File: src/rtl/assert_macros.svh
`ifndef ASSERT_MACROS_SVH
`define ASSERT_MACROS_SVH

// prop must hold at every edge outside reset
`define DHJT_ASSERT(name, clk, rst_n, prop, msg) \
    name: assert property (@(posedge clk) disable iff (!rst_n) prop) else $error(msg);

// expr must never be true outside reset
`define DHJT_NEVER(name, clk, rst_n, expr, msg) \
    name: assert property (@(posedge clk) disable iff (!rst_n) !(expr)) else $error(msg);

`endif

File: src/rtl/dhjt_pkg.sv
package dhjt_pkg;

    // angle units: 1/128 degree
    localparam logic [16:0] FULL_TURN    = 17'd46080;
    localparam logic [16:0] QUARTER_TURN = 17'd11520;
    localparam logic [16:0] HALF_TURN    = 17'd23040;
    localparam logic [16:0] THREE_QUARTER = 17'd34560;

    localparam int unsigned SINE_LAT = 15;
    localparam int unsigned PIPE_LAT = SINE_LAT + 3;

    localparam logic [30:0] QONE = 31'h4000_0000;

    // pi/23040 in Q30 split as 146408 + 19106/23040
    localparam logic [17:0] RAD_INT  = 18'd146408;
    localparam logic [14:0] RAD_FRAC = 15'd19106;
    localparam logic [13:0] RAD_BIAS = 14'd11520;
    localparam logic [63:0] DIV45_M  = ((64'd1 << 25) + 64'd44) / 64'd45;

    // Horner divisors 156,110,72,42,20,6 as shift + odd reciprocal
    localparam logic [63:0] HM0 = ((64'd1 << 36) + 64'd38) / 64'd39;
    localparam logic [63:0] HM1 = ((64'd1 << 37) + 64'd54) / 64'd55;
    localparam logic [63:0] HM2 = ((64'd1 << 33) + 64'd8) / 64'd9;
    localparam logic [63:0] HM3 = ((64'd1 << 36) + 64'd20) / 64'd21;
    localparam logic [63:0] HM4 = ((64'd1 << 33) + 64'd4) / 64'd5;
    localparam logic [63:0] HM5 = ((64'd1 << 33) + 64'd2) / 64'd3;

    typedef enum logic [1:0] {
        CFG_TWIST  = 2'd0,
        CFG_LENGTH = 2'd1,
        CFG_OFFSET = 2'd2
    } t_cfg_index;

    localparam logic [1:0]  ROW_LAST = 2'd3;
    localparam logic [23:0] TR_ONE   = 24'd256;

    typedef struct packed {
        logic [2:0][2:0][15:0] rot;  // [row][col]
        logic [2:0][23:0]      tr;   // [row]
    } t_matrix;

    typedef struct packed {
        logic done;   // last row of held matrix leaves this cycle
        logic mid;    // rows 1..3 still to go
    } t_row_stat;

    function automatic logic [31:0] horner_div(input logic [31:0] u, input logic [2:0] step);
        logic [63:0] prod;
        logic [31:0] q;
        begin
            case (step)
                3'd0: begin prod = 64'(u >> 2) * HM0; q = 32'(prod >> 36); end
                3'd1: begin prod = 64'(u >> 1) * HM1; q = 32'(prod >> 37); end
                3'd2: begin prod = 64'(u >> 3) * HM2; q = 32'(prod >> 33); end
                3'd3: begin prod = 64'(u >> 1) * HM3; q = 32'(prod >> 36); end
                3'd4: begin prod = 64'(u >> 2) * HM4; q = 32'(prod >> 33); end
                3'd5: begin prod = 64'(u >> 1) * HM5; q = 32'(prod >> 33); end
                default: begin prod = '0; q = '0; end
            endcase
            return q;
        end
    endfunction

    function automatic logic [15:0] sat16(input logic signed [63:0] v);
        if (v > 64'sd32767)
            return 16'h7fff;
        else if (v < -64'sd32768)
            return 16'h8000;
        else
            return v[15:0];
    endfunction

    function automatic logic [23:0] sat24(input logic signed [63:0] v);
        if (v > 64'sd8388607)
            return 24'h7f_ffff;
        else if (v < -64'sd8388608)
            return 24'h80_0000;
        else
            return v[23:0];
    endfunction

endpackage

File: src/rtl/dhjt_matrix.sv
module dhjt_matrix #(
    parameter int TRIG_FRAC_BITS = 15
) (
    input  logic                        i_clk,
    input  logic                        i_en,
    input  logic [TRIG_FRAC_BITS:0]     i_sin_t,
    input  logic [TRIG_FRAC_BITS:0]     i_cos_t,
    input  logic [TRIG_FRAC_BITS:0]     i_sin_a,
    input  logic [TRIG_FRAC_BITS:0]     i_cos_a,
    input  logic [1:0]                  i_q_t,
    input  logic [1:0]                  i_q_a,
    input  logic signed [23:0]          i_link_length,
    input  logic signed [23:0]          i_link_offset,
    output dhjt_pkg::t_matrix           o_matrix
);
    import dhjt_pkg::*;

    localparam int F  = TRIG_FRAC_BITS;
    localparam int TW = 2 * F + 2;
    localparam int RW = F + 25;
    localparam logic [63:0] HALF = 64'd1 << (F - 1);

    typedef struct packed {
        logic [F:0] mag;
        logic       neg;
    } t_trig;

    function automatic t_trig quad_sin(input logic [1:0] q, input logic [F:0] sr,
                                       input logic [F:0] cr);
        t_trig v;
        case (q)
            2'd0:    begin v.mag = sr; v.neg = 1'b0; end
            2'd1:    begin v.mag = cr; v.neg = 1'b0; end
            2'd2:    begin v.mag = sr; v.neg = 1'b1; end
            default: begin v.mag = cr; v.neg = 1'b1; end
        endcase
        return v;
    endfunction

    function automatic t_trig quad_cos(input logic [1:0] q, input logic [F:0] sr,
                                       input logic [F:0] cr);
        t_trig v;
        case (q)
            2'd0:    begin v.mag = cr; v.neg = 1'b0; end
            2'd1:    begin v.mag = sr; v.neg = 1'b1; end
            2'd2:    begin v.mag = cr; v.neg = 1'b1; end
            default: begin v.mag = sr; v.neg = 1'b0; end
        endcase
        return v;
    endfunction

    function automatic logic signed [63:0] signed_of(input logic [63:0] m, input logic neg);
        logic signed [63:0] v;
        v = signed'(m);
        return neg ? -v : v;
    endfunction

    // product rounded half away from zero
    function automatic logic signed [63:0] round_prod(input logic [63:0] m, input logic neg);
        logic [63:0] p;
        p = (m + HALF) >> F;
        return signed_of(p, neg);
    endfunction

    t_trig n_st, n_ct, n_sa, n_ca;
    t_trig r_st, r_ct, r_sa, r_ca;
    logic [23:0] n_rmag;
    logic [TW-1:0] r_stca, r_stsa, r_ctca, r_ctsa;
    logic [RW-1:0] r_rct, r_rst;
    logic r_rneg;
    t_matrix n_m, r_m;

    always_comb begin
        n_st   = quad_sin(i_q_t, i_sin_t, i_cos_t);
        n_ct   = quad_cos(i_q_t, i_sin_t, i_cos_t);
        n_sa   = quad_sin(i_q_a, i_sin_a, i_cos_a);
        n_ca   = quad_cos(i_q_a, i_sin_a, i_cos_a);
        n_rmag = i_link_length[23] ? 24'(-i_link_length) : 24'(i_link_length);
    end

    always_comb begin
        n_m = '0;
        n_m.rot[0][0] = sat16(signed_of(64'(r_ct.mag), r_ct.neg));
        n_m.rot[0][1] = sat16(round_prod(64'(r_stca), !(r_st.neg ^ r_ca.neg)));
        n_m.rot[0][2] = sat16(round_prod(64'(r_stsa), r_st.neg ^ r_sa.neg));
        n_m.tr[0]     = sat24(round_prod(64'(r_rct), r_rneg ^ r_ct.neg));
        n_m.rot[1][0] = sat16(signed_of(64'(r_st.mag), r_st.neg));
        n_m.rot[1][1] = sat16(round_prod(64'(r_ctca), r_ct.neg ^ r_ca.neg));
        n_m.rot[1][2] = sat16(round_prod(64'(r_ctsa), !(r_ct.neg ^ r_sa.neg)));
        n_m.tr[1]     = sat24(round_prod(64'(r_rst), r_rneg ^ r_st.neg));
        n_m.rot[2][1] = sat16(signed_of(64'(r_sa.mag), r_sa.neg));
        n_m.rot[2][2] = sat16(signed_of(64'(r_ca.mag), r_ca.neg));
        n_m.tr[2]     = i_link_offset;
    end

    always_ff @(posedge i_clk) begin
        if (i_en) begin
            r_st   <= n_st;
            r_ct   <= n_ct;
            r_sa   <= n_sa;
            r_ca   <= n_ca;
            r_stca <= TW'(n_st.mag) * TW'(n_ca.mag);
            r_stsa <= TW'(n_st.mag) * TW'(n_sa.mag);
            r_ctca <= TW'(n_ct.mag) * TW'(n_ca.mag);
            r_ctsa <= TW'(n_ct.mag) * TW'(n_sa.mag);
            r_rct  <= RW'(n_rmag) * RW'(n_ct.mag);
            r_rst  <= RW'(n_rmag) * RW'(n_st.mag);
            r_rneg <= i_link_length[23];
            r_m    <= n_m;
        end
    end

    assign o_matrix = r_m;

endmodule

File: config.mk
export PLATFORM = sky130hd
export DESIGN_NAME = dhjt_matrix
export DESIGN_NICKNAME = d
export VERILOG_FILES = /design/src/rtl/assert_macros.svh /design/src/rtl/dhjt_pkg.sv /design/src/rtl/dhjt_matrix.sv
export SDC_FILE = /design/constraint.sdc
export NUM_CORES = 2
export LEC_CHECK = 0
export BUFFER_PORTS_ARGS = -buffer_cell sky130_fd_sc_hd__buf_4
export CELL_PAD_IN_SITES_DETAIL_PLACEMENT = 1
export CELL_PAD_IN_SITES_GLOBAL_PLACEMENT = 2
export CORE_MARGIN = 2
export CORE_UTILIZATION = 37
export CTS_CLUSTER_DIAMETER = 50
export CTS_CLUSTER_SIZE = 8
export DETAILED_ROUTE_END_ITERATION = 10
export GPL_TIMING_DRIVEN = 0
export PLACE_DENSITY = 0.83
export SYNTH_ARGS = -nofsm -noshare
export SYNTH_HDL_FRONTEND = slang
export SYNTH_SLANG_ARGS = --single-unit
File: constraint.sdc
create_clock -name i_clk -period 9.5 [get_ports i_clk]
set_input_delay 1.425 -clock i_clk [delete_from_list [all_inputs] [get_ports i_clk]]
set_output_delay 1.425 -clock i_clk [all_outputs]
set_load 0.01 [all_outputs]
==> summary.md <==
| Metric | Value |
|---|---|
| Initial antenna violation count | 25 |
| Max_slew headroom | -0.0849 |
| Post-synth ARST share | 0 |
| Top cell type's share of synthesized area | 0.363 |
| Post-Synthesis Cells | 8424 |
| Hold_sp | r_ca[15] |
| Total power | 36800 µW |
| Measured slew at the worst slew-check pin | 1630 ps |
| Cts hold-fix bufs | 0 |
| Final Cycle Share | 0.983 |
| Largest area contributor in the netlist | fa_1 |
| CP arrival | slightly below 10000 ps |
| Startpoint types | input port |
| PD cells | between 400 and 500 mW/mm² |
| Warnings, synthesis | 0 |
| HP Class | flip-flop to flip-flop |
| Buffers added on ports | between 300 and 400 |
| Max Cap Viol | 1 |
| Drt wl/cell | about 28 µm |
| Int Power | around 18000 µW |
| Worst r2r path cells | 15 |
| Vias in the first global route | around 70000 |
| CTS clk-pin slew, worst paths | 50 ps |
| Routability cong. | between 0.9 and 1 |
| WHS Path Cells | 2 |
| Largest family of logic cells by synthesized area | adder cells |
| Final setup violation count | 0 |
| Die area | around 0.21 mm² |
| Setup crit end kind | flip-flop |
| DRT Wirelength | 323 mm |
| Combinational Power Share | 0.815 |
| Avg Cell Area, Syn | 9.04 µm² |
| Max Slew Vio Count | 11 |
| Count of cell types in the netlist | 96 |
| Final Hold Fails | 0 |
| Worst vdd ir | between 0.0004 and 0.0005 V |
| Reg power frac | 0.112 |
| DR vias/cell | 5.45 |
| Clock power frac | 0.074 |
| Fin crit period | ~9300 ps |
| Final instance area | approximately 0.087 mm² |
| Slowest stage delay, CP | roughly 650 ps |
| Starting Density | 0.372 |
| Clk_lat worst skew | 760 ps |
| Core area | 0.205 mm² |
| CTS tree | done |
| Post-synthesis adder-cell area fraction | 0.471 |
| Synth Area in Simple Gates | 0.148 |
| Die Y | around 460 µm |
| Iteration-0 DRC count of the detailed router | between 5000 and 6000 |
| Outcome | finished with violations |
| Net Switching | between 15000 and 20000 µW |
| First-pass GRT wire length | ~470 mm |
| Multiplexer area fraction after synthesis | 0.00723 |
| DRC | 0 |
| Area delta synth->final | 14.4% |
| Crit path launch | i_link_length[0] |
| Crit path top cell by count | fa_1 |
| Setup ws final | approximately 160 ps |
| R2r startpoint | r_ctca[16] |
| Area after DPL | slightly above 0.08 mm² |
| Vias | ~64000 |
| CP Class | input port to flip-flop |
| Mapped Area | 0.0762 mm² |
| # H-tree levels | 3 |
| Endpoint required time on the critical path | 10000 ps |
| Clk_skew | roughly 27 ps |
| Rows | between 150 and 200 |
| Register area share after synthesis | 0.155 |
| Post-synth EDFFs | around 390 |
| #FFs+latches synth | approximately 390 |
| P_leak | 0.0417 µW |
| CP max-delay cell | xnor2_2 |
| DP Worst Slack | -2970 ps |
| DRT Pass-1 Iters | 5 |
| Sw Ratio | 0.521 |
| Max Root-Sink Buffers | 3 |
| I/O Pins | ~330 |
| Num CTS Buffers | slightly below 80 |
| Ranking of synthesized cells by area | fa_1, edfxtp_1, ha_1 |
| Die Width | around 460 µm |
| GRT overflow | 0 |
| Antenna-violating nets left | 0 |
| Pin count of the biggest net entering global routing | roughly 120 |
| DP Wirelength | 261 mm |
| Top_reg_cell synth | edfxtp_1 |
| Util after Layout | 0.426 |
| Fraction of layout cells with a size suffix above 1 | 0.109 |
| CTS root buf | clkbuf_16 |
| Failing checks | capacitance limit, slew limit |
| Max Freq | 0.107 GHz |
| CTS Sinks | between 300 and 400 |
| Compound-gate portion of the synthesized area | 0.0631 |
| Aggregate global-route resource usage | 0.311 |
| Final #Nets | around 11000 |
| Hold WS | roughly 700 ps |
| Xor and xnor area share after synthesis | 0.0501 |
| Worst Path Max Fanout | 10 |
[area by class of cell]
cell class / count / area, µm²
fillers: 23500 / 117000
multi-input cells: 5922 / 57200
flip-flops and latches: 393 / 11800
inverters: 1700 / 6420
repair buffers: 407 / 3460
well taps: 2688 / 3360
plain buffers: 415 / 2280
clock buffers: 85 / 1960
clock inverters: 41 / 558
diodes: 12 / 30.0
[Yosys cell counts (all sizes together), types with 39 or more instances]
cell / instances
inv: 1679
fa: 1382
nand2: 1223
nor2: 895
ha: 657
edfxtp: 393
clkbuf: 338
xnor2: 246
o21ai: 235
xor2: 187
a21oi: 154
nand3: 110
buf: 86
nor3: 77
nand4: 53
a21o: 47
mux2i: 46
o31ai: 41
a22oi: 39
[per-stage QoR]
step                std cells  setup TNS [ps]
floorplan                8439               0
global placement        11400         -322090
detailed placement      11500         -265380
CTS                     11600               0
global route            11700            -114
finish                  11700               0
[power groups by stage]
stage / clock (µW) / sequential, µW / combinational (µW)
floorplan: 0 / 4100 / 20600
global placement: 0 / 4130 / 28400
detailed placement: 0 / 4130 / 29300
CTS: 2790 / 4120 / 30000
global route: 2850 / 4180 / 34000
finish: 2710 / 4110 / 29900
[routing by layer]
metal	global-route usage	part of all wire	up-vias	wire length [µm]
li1	-	-	27100	-
met1	0.397	0.40	33000	129000
met2	0.479	0.44	2674	142000
met3	0.0676	0.086	793	27900
met4	0.191	0.074	14	23900
met5	0	0.00029	-	95
[logic make-up (layout without fill, tap and decap cells)]
family | count (synthesis) | count (layout)
compound gates | 747 | 747
xor+xnor | 434 | 434
fa+ha+maj | 2039 | 2039
buf+inv | 2124 | 2648
flops | 393 | 393
mux | 54 | 54
other cells | 1 | 28
simple gates | 2632 | 2632
[final timing paths]
path / endpoint / slack [ps]
worst max register to register: o_matrix[147] / 4170
worst min-delay path: o_matrix[214] / 680
worst min register to register: o_matrix[214] / 680
worst max-delay path: r_rct[34] / 160
[repair_timing]
item	CTS	global route
setup endpoints to repair	124	69
pin swaps	18	13
gates resized for setup	331	205
setup buffers	30	22
[sequential cells by signal, indices dropped and copies added (netlist names), 18 cells and up]
name      cells
r_ctsa       18
r_rct        26
r_rst        26
r_stsa       18
r_ctca       18
o_matrix    200
r_stca       18
[placed cells by master (no fill, tap or decap), drive strengths merged, types with 16 or more instances in the layout]
| cell type | n |
|---|---|
| and3 | 32 |
| o211ai | 22 |
| clkbuf | 384 |
| or2 | 22 |
| buf | 511 |
| a31oi | 22 |
| clkinv | 47 |
| nand3 | 110 |
| nor2b | 27 |
| edfxtp | 393 |
| ha | 657 |
| o31ai | 41 |
| nand4 | 53 |
| nor4 | 34 |
| o21a | 32 |
| a211oi | 17 |
| xnor2 | 246 |
| mux2i | 46 |
| conb | 16 |
| nand2b | 23 |
| or4 | 23 |
| a22oi | 39 |
| nor3 | 77 |
| or3 | 24 |
| and2 | 26 |
| a21oi | 154 |
| nor2 | 895 |
| xor2 | 187 |
| inv | 1682 |
| nand2 | 1223 |
| o21ai | 235 |
| fa | 1382 |
| a21o | 47 |
| and4 | 20 |
[worst max-delay path: cells and delay by family]
family / cells / cell delay, ps
AO/OA/AOI/OAI: 7 / 1330
XOR/XNOR: 2 / 790
adder cells (fa/ha/maj): 8 / 3820
buffers and inverters: 8 / 1660
AND/OR/NAND/NOR: 4 / 780
(Power assumes the default switching activity.)
