--- config.mk ---
export PLATFORM = sky130hd
export DESIGN_NAME = dhjt_row_out
export DESIGN_NICKNAME = d
export VERILOG_FILES = /design/src/rtl/assert_macros.svh /design/src/rtl/dhjt_pkg.sv /design/src/rtl/dhjt_row_out.sv
export SDC_FILE = /design/constraint.sdc
export NUM_CORES = 1
export LEC_CHECK = 0
export BUFFER_PORTS_ARGS = -buffer_cell sky130_fd_sc_hd__clkbuf_2
export CAP_MARGIN = 30
export CORE_MARGIN = 10
export CORE_UTILIZATION = 30
export CTS_BUF_LIST = sky130_fd_sc_hd__clkbuf_4
export DETAILED_ROUTE_END_ITERATION = 8
export SYNTH_ARGS = -nofsm -noshare
export SYNTH_HDL_FRONTEND = slang
export SYNTH_SLANG_ARGS = --single-unit
--- constraint.sdc ---
create_clock -name i_clk -period 9.9 [get_ports i_clk]
set_input_delay 0.99 -clock i_clk [delete_from_list [all_inputs] [get_ports i_clk]]
set_output_delay 0.99 -clock i_clk [all_outputs]
set_load 0.03 [all_outputs]
--- src/rtl/assert_macros.svh ---
`ifndef ASSERT_MACROS_SVH
`define ASSERT_MACROS_SVH

// prop must hold at every edge outside reset
`define DHJT_ASSERT(name, clk, rst_n, prop, msg) \
    name: assert property (@(posedge clk) disable iff (!rst_n) prop) else $error(msg);

// expr must never be true outside reset
`define DHJT_NEVER(name, clk, rst_n, expr, msg) \
    name: assert property (@(posedge clk) disable iff (!rst_n) !(expr)) else $error(msg);

`endif

--- src/rtl/dhjt_pkg.sv ---
package dhjt_pkg;

    // angle units: 1/128 degree
    localparam logic [16:0] FULL_TURN    = 17'd46080;
    localparam logic [16:0] QUARTER_TURN = 17'd11520;
    localparam logic [16:0] HALF_TURN    = 17'd23040;
    localparam logic [16:0] THREE_QUARTER = 17'd34560;

    localparam int unsigned SINE_LAT = 15;
    localparam int unsigned PIPE_LAT = SINE_LAT + 3;

    localparam logic [30:0] QONE = 31'h4000_0000;

    // pi/23040 in Q30 split as 146408 + 19106/23040
    localparam logic [17:0] RAD_INT  = 18'd146408;
    localparam logic [14:0] RAD_FRAC = 15'd19106;
    localparam logic [13:0] RAD_BIAS = 14'd11520;
    localparam logic [63:0] DIV45_M  = ((64'd1 << 25) + 64'd44) / 64'd45;

    // Horner divisors 156,110,72,42,20,6 as shift + odd reciprocal
    localparam logic [63:0] HM0 = ((64'd1 << 36) + 64'd38) / 64'd39;
    localparam logic [63:0] HM1 = ((64'd1 << 37) + 64'd54) / 64'd55;
    localparam logic [63:0] HM2 = ((64'd1 << 33) + 64'd8) / 64'd9;
    localparam logic [63:0] HM3 = ((64'd1 << 36) + 64'd20) / 64'd21;
    localparam logic [63:0] HM4 = ((64'd1 << 33) + 64'd4) / 64'd5;
    localparam logic [63:0] HM5 = ((64'd1 << 33) + 64'd2) / 64'd3;

    typedef enum logic [1:0] {
        CFG_TWIST  = 2'd0,
        CFG_LENGTH = 2'd1,
        CFG_OFFSET = 2'd2
    } t_cfg_index;

    localparam logic [1:0]  ROW_LAST = 2'd3;
    localparam logic [23:0] TR_ONE   = 24'd256;

    typedef struct packed {
        logic [2:0][2:0][15:0] rot;  // [row][col]
        logic [2:0][23:0]      tr;   // [row]
    } t_matrix;

    typedef struct packed {
        logic done;   // last row of held matrix leaves this cycle
        logic mid;    // rows 1..3 still to go
    } t_row_stat;

    function automatic logic [31:0] horner_div(input logic [31:0] u, input logic [2:0] step);
        logic [63:0] prod;
        logic [31:0] q;
        begin
            case (step)
                3'd0: begin prod = 64'(u >> 2) * HM0; q = 32'(prod >> 36); end
                3'd1: begin prod = 64'(u >> 1) * HM1; q = 32'(prod >> 37); end
                3'd2: begin prod = 64'(u >> 3) * HM2; q = 32'(prod >> 33); end
                3'd3: begin prod = 64'(u >> 1) * HM3; q = 32'(prod >> 36); end
                3'd4: begin prod = 64'(u >> 2) * HM4; q = 32'(prod >> 33); end
                3'd5: begin prod = 64'(u >> 1) * HM5; q = 32'(prod >> 33); end
                default: begin prod = '0; q = '0; end
            endcase
            return q;
        end
    endfunction

    function automatic logic [15:0] sat16(input logic signed [63:0] v);
        if (v > 64'sd32767)
            return 16'h7fff;
        else if (v < -64'sd32768)
            return 16'h8000;
        else
            return v[15:0];
    endfunction

    function automatic logic [23:0] sat24(input logic signed [63:0] v);
        if (v > 64'sd8388607)
            return 24'h7f_ffff;
        else if (v < -64'sd8388608)
            return 24'h80_0000;
        else
            return v[23:0];
    endfunction

endpackage

--- src/rtl/dhjt_row_out.sv ---
module dhjt_row_out (
    input  logic                i_clk,
    input  logic                i_rst_n,
    input  logic                i_mvalid,
    input  dhjt_pkg::t_matrix   i_matrix,
    input  logic                i_out_ready,
    output logic                o_out_valid,
    output logic [1:0]          o_row_index,
    output logic [15:0]         o_col_zero,
    output logic [15:0]         o_col_one,
    output logic [15:0]         o_col_two,
    output logic [23:0]         o_col_three,
    output logic                o_last_row,
    output dhjt_pkg::t_row_stat o_stat
);
    import dhjt_pkg::*;

    logic        r_valid;
    logic [1:0]  r_row;
    logic [1:0]  r_idx;
    logic [15:0] r_c0, r_c1, r_c2;
    logic [23:0] r_c3;
    logic        r_last;
    logic        n_adv;
    logic        n_emit;

    assign n_adv  = !r_valid || i_out_ready;
    assign n_emit = i_mvalid && n_adv;

    always_ff @(posedge i_clk) begin
        if (!i_rst_n) begin
            r_valid <= 1'b0;
            r_row   <= '0;
        end else if (n_emit) begin
            r_valid <= 1'b1;
            r_row   <= r_row + 2'd1;
        end else if (n_adv) begin
            r_valid <= 1'b0;
        end
    end

    always_ff @(posedge i_clk) begin
        if (n_emit) begin
            r_idx  <= r_row;
            r_last <= (r_row == ROW_LAST);
            if (r_row == ROW_LAST) begin
                r_c0 <= '0;
                r_c1 <= '0;
                r_c2 <= '0;
                r_c3 <= TR_ONE;
            end else begin
                r_c0 <= i_matrix.rot[r_row][0];
                r_c1 <= i_matrix.rot[r_row][1];
                r_c2 <= i_matrix.rot[r_row][2];
                r_c3 <= i_matrix.tr[r_row];
            end
        end
    end

    assign o_out_valid = r_valid;
    assign o_row_index = r_idx;
    assign o_col_zero  = r_c0;
    assign o_col_one   = r_c1;
    assign o_col_two   = r_c2;
    assign o_col_three = r_c3;
    assign o_last_row  = r_last;
    assign o_stat.done = n_emit && (r_row == ROW_LAST);
    assign o_stat.mid  = (r_row != 2'd0);

endmodule

==> results.ini, run 1 <==
[global_route]
antenna_found_initial=0
grt_pass1_vias=4623
grt_pass1_wl_um=23100
grt_use_total_pct=14.2
grt-ovfl-total=0
grt_start_max_net_pins=78

[layout]
layout_commonest_cell=clkbuf_2
syn2layout_area_growth_pct=38.9
finalNetCount=916
mostFrequentLayoutCells=clkbuf_2 (297), nand2_1 (75), edfxtp_1 (75)
drive_gt1_share_pct=47.9
fin_util_pct=42.5
num-fill-cells=1432
n_antenna_cell=0

[routing]
drtIter0Drc=143
met1Wirelength_um=5640
antenna_left=0
dr_wl_met3_um=1380
vias=4224
wl_met2_um=7670
viasPerCell=4.78
drcViolationCount=0
routed.top_layer=met4
routedWlPerCell_um=17.0
drt_first_pass_iters=4
wl_um=15000

[timing]
setup_viol=0
relSlewSlack_pct=35.5
hold_violations=0
final-max-slew-violation-count=0
skew_ns=0.0124
final.setup.tns_ns=0
worst_pin_slew_ns=0.968
fin_crit_ns=3.42
fmax_mhz=293
period_share_pct=34.5
rsz0062_at_grt=no

[clock_network]
htree_num_levels=3
path_clk_slew_ns=0.12
clockBufferDepth=2
cts_setup_buffers=0
clk-insertion-delay-late_ns=0.43
cts_tree=built
cts_buffers=9
ctsResizeCount=0
cts_hold_buf=0
clkSinkCount=78
root_buffer=clkbuf_4

[setup_path]
arrival_ns=2.43
cp_num_cells=5
path_cells=buf_4 -> inv_2 -> ha_1 -> inv_1 -> clkbuf_2
r2r_start=r_row[1]
critical_path_buf_inv_count=4
cp-end-kind=primary output
path_class=reg2out
r2r-end=o_col_two[3]
ff2ff_path_depth=4
path_max_fanout=77
path_delay_family=buffers and inverters
cp_slowest_cell=buf_4
worstPathRequired_ns=8.91
regToRegSetupSlack_ns=7.59
startpoint_type=flop
cpPeakStageDelay_ns=0.61

[place]
port_buffers=297
gp_congestion=0.817
post-dp-hpwl_um=11500

[floorplanning]
die_height_um=142
dieWidth_um=142
die_area_um2=20100
num_io_pins=298
rows=44
initial_utilization_pct=30.6
core_um2=14500

[outcome]
status=completed

[synth]
ys_seq_area_share_pct=52.0
synth_area_um2=4440
synth_edf_count=75
syn_nets=641
synth_cell_types=21
syn_area_per_cell_um2=10.6
synthArstFlopShare_pct=0
synthCells=419
yosys_most_used_dff=edfxtp_1
yosysWarnings=0
ys_ff_latch=78

[hold_path]
hp-start=o_out_valid
hold_path.class=reg2reg
hold_path_depth=2
min_to=o_out_valid

[power]
powerDensity_nw_per_um2=148
vdd_drop_max_mv=0.0897
p_leak_nw=2.88

[run]
drv_cap=0

[cell families after synthesis]
logic type | Yosys count | synth area share, %
AOI/OAI and AO/OA | 74 | 8.42
adders and majority gates | 2 | 0.563
buffers and inverters | 42 | 5.57
DFF | 78 | 52.0
muxes | 74 | 18.7
and+or+nand+nor | 149 | 14.8
[stage by stage]
stage                     power, mW  hold WS, ns  instances  cell area [um2]  worst slack [ns]
after floorplan               0.615        0.476        419             4440              3.80
after global placement        0.702        0.664        865             5970              6.64
after detailed placement      0.710        0.666        866             5990              6.93
after CTS                     0.931        0.689        882             6150              6.41
after global routing          0.971        0.728        883             6170              6.23
final                         0.915        0.689        883             6170              6.48
[metal layers]
metal  global-route usage [%]  vias up
met4                     5.92        0
li1                         -     2070
met5                        0        -
met1                     14.4     1940
met3                     5.47       21
met2                     25.4      193
[cell usage after synthesis (2+ instances only)]
library cell  number  area, um2
edfxtp_1          75       2250
nand2_1           75        282
a21oi_1           71        355
nand3_1           71        355
mux2_1            60        676
mux2_2            11        124
clkbuf_1          10       37.5
buf_2              9       45.0
buf_4              7       52.6
buf_6              7       78.8
buf_1              6       22.5
dfxtp_1            3       60.1
mux2i_1            3       30.0
ha_1               2       25.0
inv_2              2       7.51
nor2b_1            2       12.5
[where the power goes]
| part | internal [mW] | switching [mW] | leakage [nW] |
|---|---|---|---|
| combinational | 0.106 | 0.176 | 2.04 |
| sequential | 0.410 | 0.00949 | 0.757 |
| clock | 0.107 | 0.108 | 0.0883 |
[how the worst max path moves through the flow]
stage                start         to  slack (ns)
6_report          r_row[1]  o_stat[0]        6.48
5_1_grt           r_row[1]  o_stat[0]        6.23
4_1_cts           r_row[1]  o_stat[0]        6.41
3_5_place_dp      r_row[1]  o_stat[0]        6.93
3_3_place_gp      r_row[1]  o_stat[0]        6.64
2_1_floorplan  i_out_ready  o_stat[1]        3.80
[worst reg2reg max path: stages (launching register included)]
cell and delay [ns]:
dfxtp_2 0.33, buf_4 0.61, ha_2 0.36, buf_4 0.59, a21oi_1 0.14
[flip-flops by register name (all words and copies together) (netlist names)]
register and cells:
r_row 2, o_col_three 24, o_col_zero 16, o_row_index 2
o_last_row 1, o_out_valid 1, o_col_two 16, o_col_one 16
[layout make-up]
type                    instances  area (um2)  share of cell area (%)
clock buffers                  11        82.6                    1.34
clock inverters                 5        73.8                    1.20
inverters                       3        11.3                   0.182
multi-input cells             299        1890                    30.7
flip-flops and latches         78        2320                    37.5
well taps                     184         230                    3.73
repair buffers                303        1560                    25.3
(Power assumes the default switching activity.)
==> run 2, diff against run 1 <==
- ABC_AREA: unset -> 1
- clock period: 9.9 -> 2.8 ns (I/O delays scaled with it)
==> run 2 against run 1 <==
Effect of this change: die area is 5.0% higher; first-iteration DRC count is 69% higher; largest cell class unchanged; combinational power grew to 3.6 times the previous value; flip-flop and latch count stayed put; worst hold slack worse by 0.61 ns; total power grew to 3.6 times the previous value.
==> results.ini, run 2 <==
[synth]
synthTopCellsByArea=edfxtp_1 (48%), nand2_1 (17%), inv_1 (12%)  ; was edfxtp_1 (51%), mux2_1 (15%), a21oi_1 (8.0%)
syn_area_per_cell_um2=7.34  ; was 10.6 um2
netlist_top_cells_count=nand2_1 (219), inv_1 (148), edfxtp_1 (75), nand3_1 (74), a21oi_1 (71)  ; was edfxtp_1 (75), nand2_1 (75), a21oi_1 (71), nand3_1 (71), mux2_1 (60)
synth_cell_types=14  ; was 21
synth_edf_count=75  ; unchanged
yosys_most_used_dff=edfxtp_1  ; unchanged
ys_ff_latch=78  ; unchanged
yosysWarnings=0  ; unchanged
syn_nets=863  ; was 641
synth_top_cell_by_area=edfxtp_1  ; unchanged
synth_area_um2=4700  ; was 4440 um2
synthArstFlopShare_pct=0  ; unchanged
yosysMostFrequentCell=nand2_1
synth_top_area_share_pct=47.9  ; was 50.7%
ys_seq_area_share_pct=49.2  ; was 52.0%
synthCells=641  ; was 419

[floorplanning]
die_area_um2=21100  ; was 20,100 um2
die_height_um=145  ; was 142 um
dieWidth_um=145  ; was 142 um
rows=45  ; was 44
num_io_pins=298  ; unchanged
initial_utilization_pct=30.8  ; was 30.6%
core_um2=15300  ; was 14,500 um2

[setup_path]
cp-end-kind=primary output  ; unchanged
path_class=reg2out  ; unchanged
worstPathRequired_ns=2.52  ; was 8.91 ns
path_max_fanout=32  ; was 77
r2r-end=o_col_three[19]  ; was o_col_two[3]
startpoint_type=flop  ; unchanged
ff2ff_path_depth=5  ; was 4
arrival_ns=2.08  ; was 2.43 ns
r2r_start=r_row[0]  ; was r_row[1]
regToRegSetupSlack_ns=0.95  ; was 7.59 ns

[clock_network]
ctsResizeCount=0  ; unchanged
clockBufferDepth=2  ; unchanged
cts_tree=built  ; unchanged
clk-insertion-delay-late_ns=0.44  ; was 0.43 ns
cts_buffers=9  ; unchanged
clkSinkCount=78  ; unchanged
path_clk_slew_ns=0.12  ; about the same
htree_num_levels=3  ; unchanged
cts_setup_buffers=0  ; unchanged
cts_hold_buf=0  ; unchanged
root_buffer=clkbuf_4  ; unchanged

[outcome]
status=completed  ; unchanged

[timing]
fin_crit_ns=2.36
hold_violations=0  ; unchanged
setup_viol=0  ; unchanged
rsz0062_at_grt=no  ; unchanged
final.setup.tns_ns=0  ; unchanged
worst_pin_slew_ns=0.589  ; was 0.968 ns
final-max-slew-violation-count=0  ; unchanged
setup_ws_ns=0.442  ; was 6.48 ns
relSlewSlack_pct=60.7  ; was 35.5%
fmax_mhz=424
period_share_pct=84.2
skew_ns=0.0131  ; was 0.0124 ns

[hold_path]
min_to=r_row[1]  ; was o_out_valid
hold_path.class=in2reg  ; was reg2reg
hold_path_depth=3  ; was 2
hp-start=i_rst_n  ; was o_out_valid

[layout]
stdcell_count=1139  ; was 883
finalNetCount=1144  ; was 916
layout_commonest_cell=clkbuf_2  ; unchanged
mostFrequentLayoutCells=clkbuf_2 (297), nand2_1 (219), inv_1 (146)  ; was clkbuf_2 (297), nand2_1 (75), edfxtp_1 (75)
drive_gt1_share_pct=35.5  ; was 47.9%
largest_reg_flops=24  ; unchanged
syn2layout_area_growth_pct=38.5  ; was 38.9%

[power]
power_frac_comb_pct=31.1  ; was 30.7%
finalPower_mw=3.30  ; was 915 uW
sw_frac_of_total_pct=34.3  ; was 32.1%
p_switching_mw=1.13  ; was 293 uW
p_leak_nw=3.69  ; was 2.88 nW
vdd_drop_max_mv=0.191  ; was 0.0897 mV
pwr-share-clk_pct=23.4  ; was 23.5%
powerDensity_nw_per_um2=506  ; was 148 nW/um2
p_int_mw=2.16  ; was 622 uW
seqPwrFrac_pct=45.5  ; was 45.8%

[run]
drv_cap=0  ; unchanged

[routing]
vias=4929  ; was 4,224
viasPerCell=4.33  ; was 4.78
drt_first_pass_iters=4  ; unchanged
wl_um=17500  ; was 15,000 um
drtIter0Drc=241  ; was 143
drcViolationCount=0  ; unchanged
routedWlPerCell_um=15.3  ; was 17.0 um
antenna_left=0  ; unchanged

[place]
port_buffers=297  ; unchanged
post-place-ws_ns=0.918  ; was 6.93 ns
gp_congestion=0.805  ; was 0.817
post-dp-hpwl_um=13400  ; was 11,500 um
place_inst=1122  ; was 866

[global_route]
grt_use_total_pct=15.7  ; was 14.2%
grt-ovfl-total=0  ; unchanged
grt_pass1_wl_um=26800  ; was 23,100 um
antenna_found_initial=1  ; was 0
grt_start_max_net_pins=44  ; was 78
grt_pass1_vias=4865  ; was 4,623

## run 2: changes by cell type after synthesis, sizes merged, moves of 2 or more
cell | previous run | this run
mux2 | 71 | 0
nand3 | 71 | 74
nor2 | 0 | 9
inv | 3 | 149
nand2 | 75 | 219
mux2i | 3 | 0
nor2b | 2 | 0
## run 2: cells by family after synthesis
kind of cell / share of synthesized area (%)
AOI/OAI and AO/OA: 7.71
adders and majority gates: 0.532
buffers and inverters: 16.4
DFF: 49.2
and+or+nand+nor: 26.2
## run 2: worst max-delay path by stage
| stage | to | cells after the start | startpoint | slack [ns] |
|---|---|---|---|---|
| 6_report | o_stat[0] | 4 | r_row[0] | 0.44 |
| 5_1_grt | o_stat[0] | 4 | r_row[0] | 0.31 |
| 4_1_cts | o_stat[0] | 4 | r_row[0] | 0.38 |
| 2_1_floorplan | o_col_one[0] | 3 | o_out_valid | 0.25 |
| 3_5_place_dp | o_stat[0] | 4 | r_row[0] | 0.92 |
| 3_3_place_gp | o_stat[0] | 4 | r_row[0] | 0.93 |
## run 2: through the flow
step                hold WS, ns  area [um2]  util [%]
finish                   0.0799        6520      42.7
global route             0.0731        6520      42.7
CTS                      0.0201        6510      42.7
detailed placement        0.525        6360      41.7
global placement          0.528        6360      41.7
floorplan                 0.406        4700         -
## run 2: power by group through the flow
| stage | combinational, mW | clock, mW | sequential [mW] |
|---|---|---|---|
| 6_report | 1.02 | 0.771 | 1.50 |
| 5_1_grt | 1.13 | 0.845 | 1.52 |
| 4_1_cts | 1.04 | 0.810 | 1.50 |
| 3_5_place_dp | 1.04 | 0 | 1.53 |
| 3_3_place_gp | 1.03 | 0 | 1.53 |
| 2_1_floorplan | 0.412 | 0 | 1.77 |
## run 2: worst max-delay path, cell delays in order, from the launching register on
cell      delay, ns
dfxtp_2        0.66
inv_2          0.39
ha_1           0.32
inv_1          0.06
clkbuf_2       0.20
## run 2: metal layers
| layer | vias to the layer above | part of all wire (%) | GRT usage (%) |
|---|---|---|---|
| li1 | 2534 | - | - |
| met5 | - | 0 | 0 |
| met1 | 2180 | 41 | 18.3 |
| met2 | 195 | 49 | 26.8 |
| met3 | 20 | 7.7 | 4.72 |
| met4 | 0 | 1.8 | 5.71 |
## run 2: area by class of cell
type	instances	area (um2)
timing repair buffer	308	1590
clock buffer	9	67.6
fill	1633	8740
clock inverter	7	88.8
sequential	78	2310
tap	211	264
inverter	149	561
antenna	1	2.50
multi-input combinational	376	1620
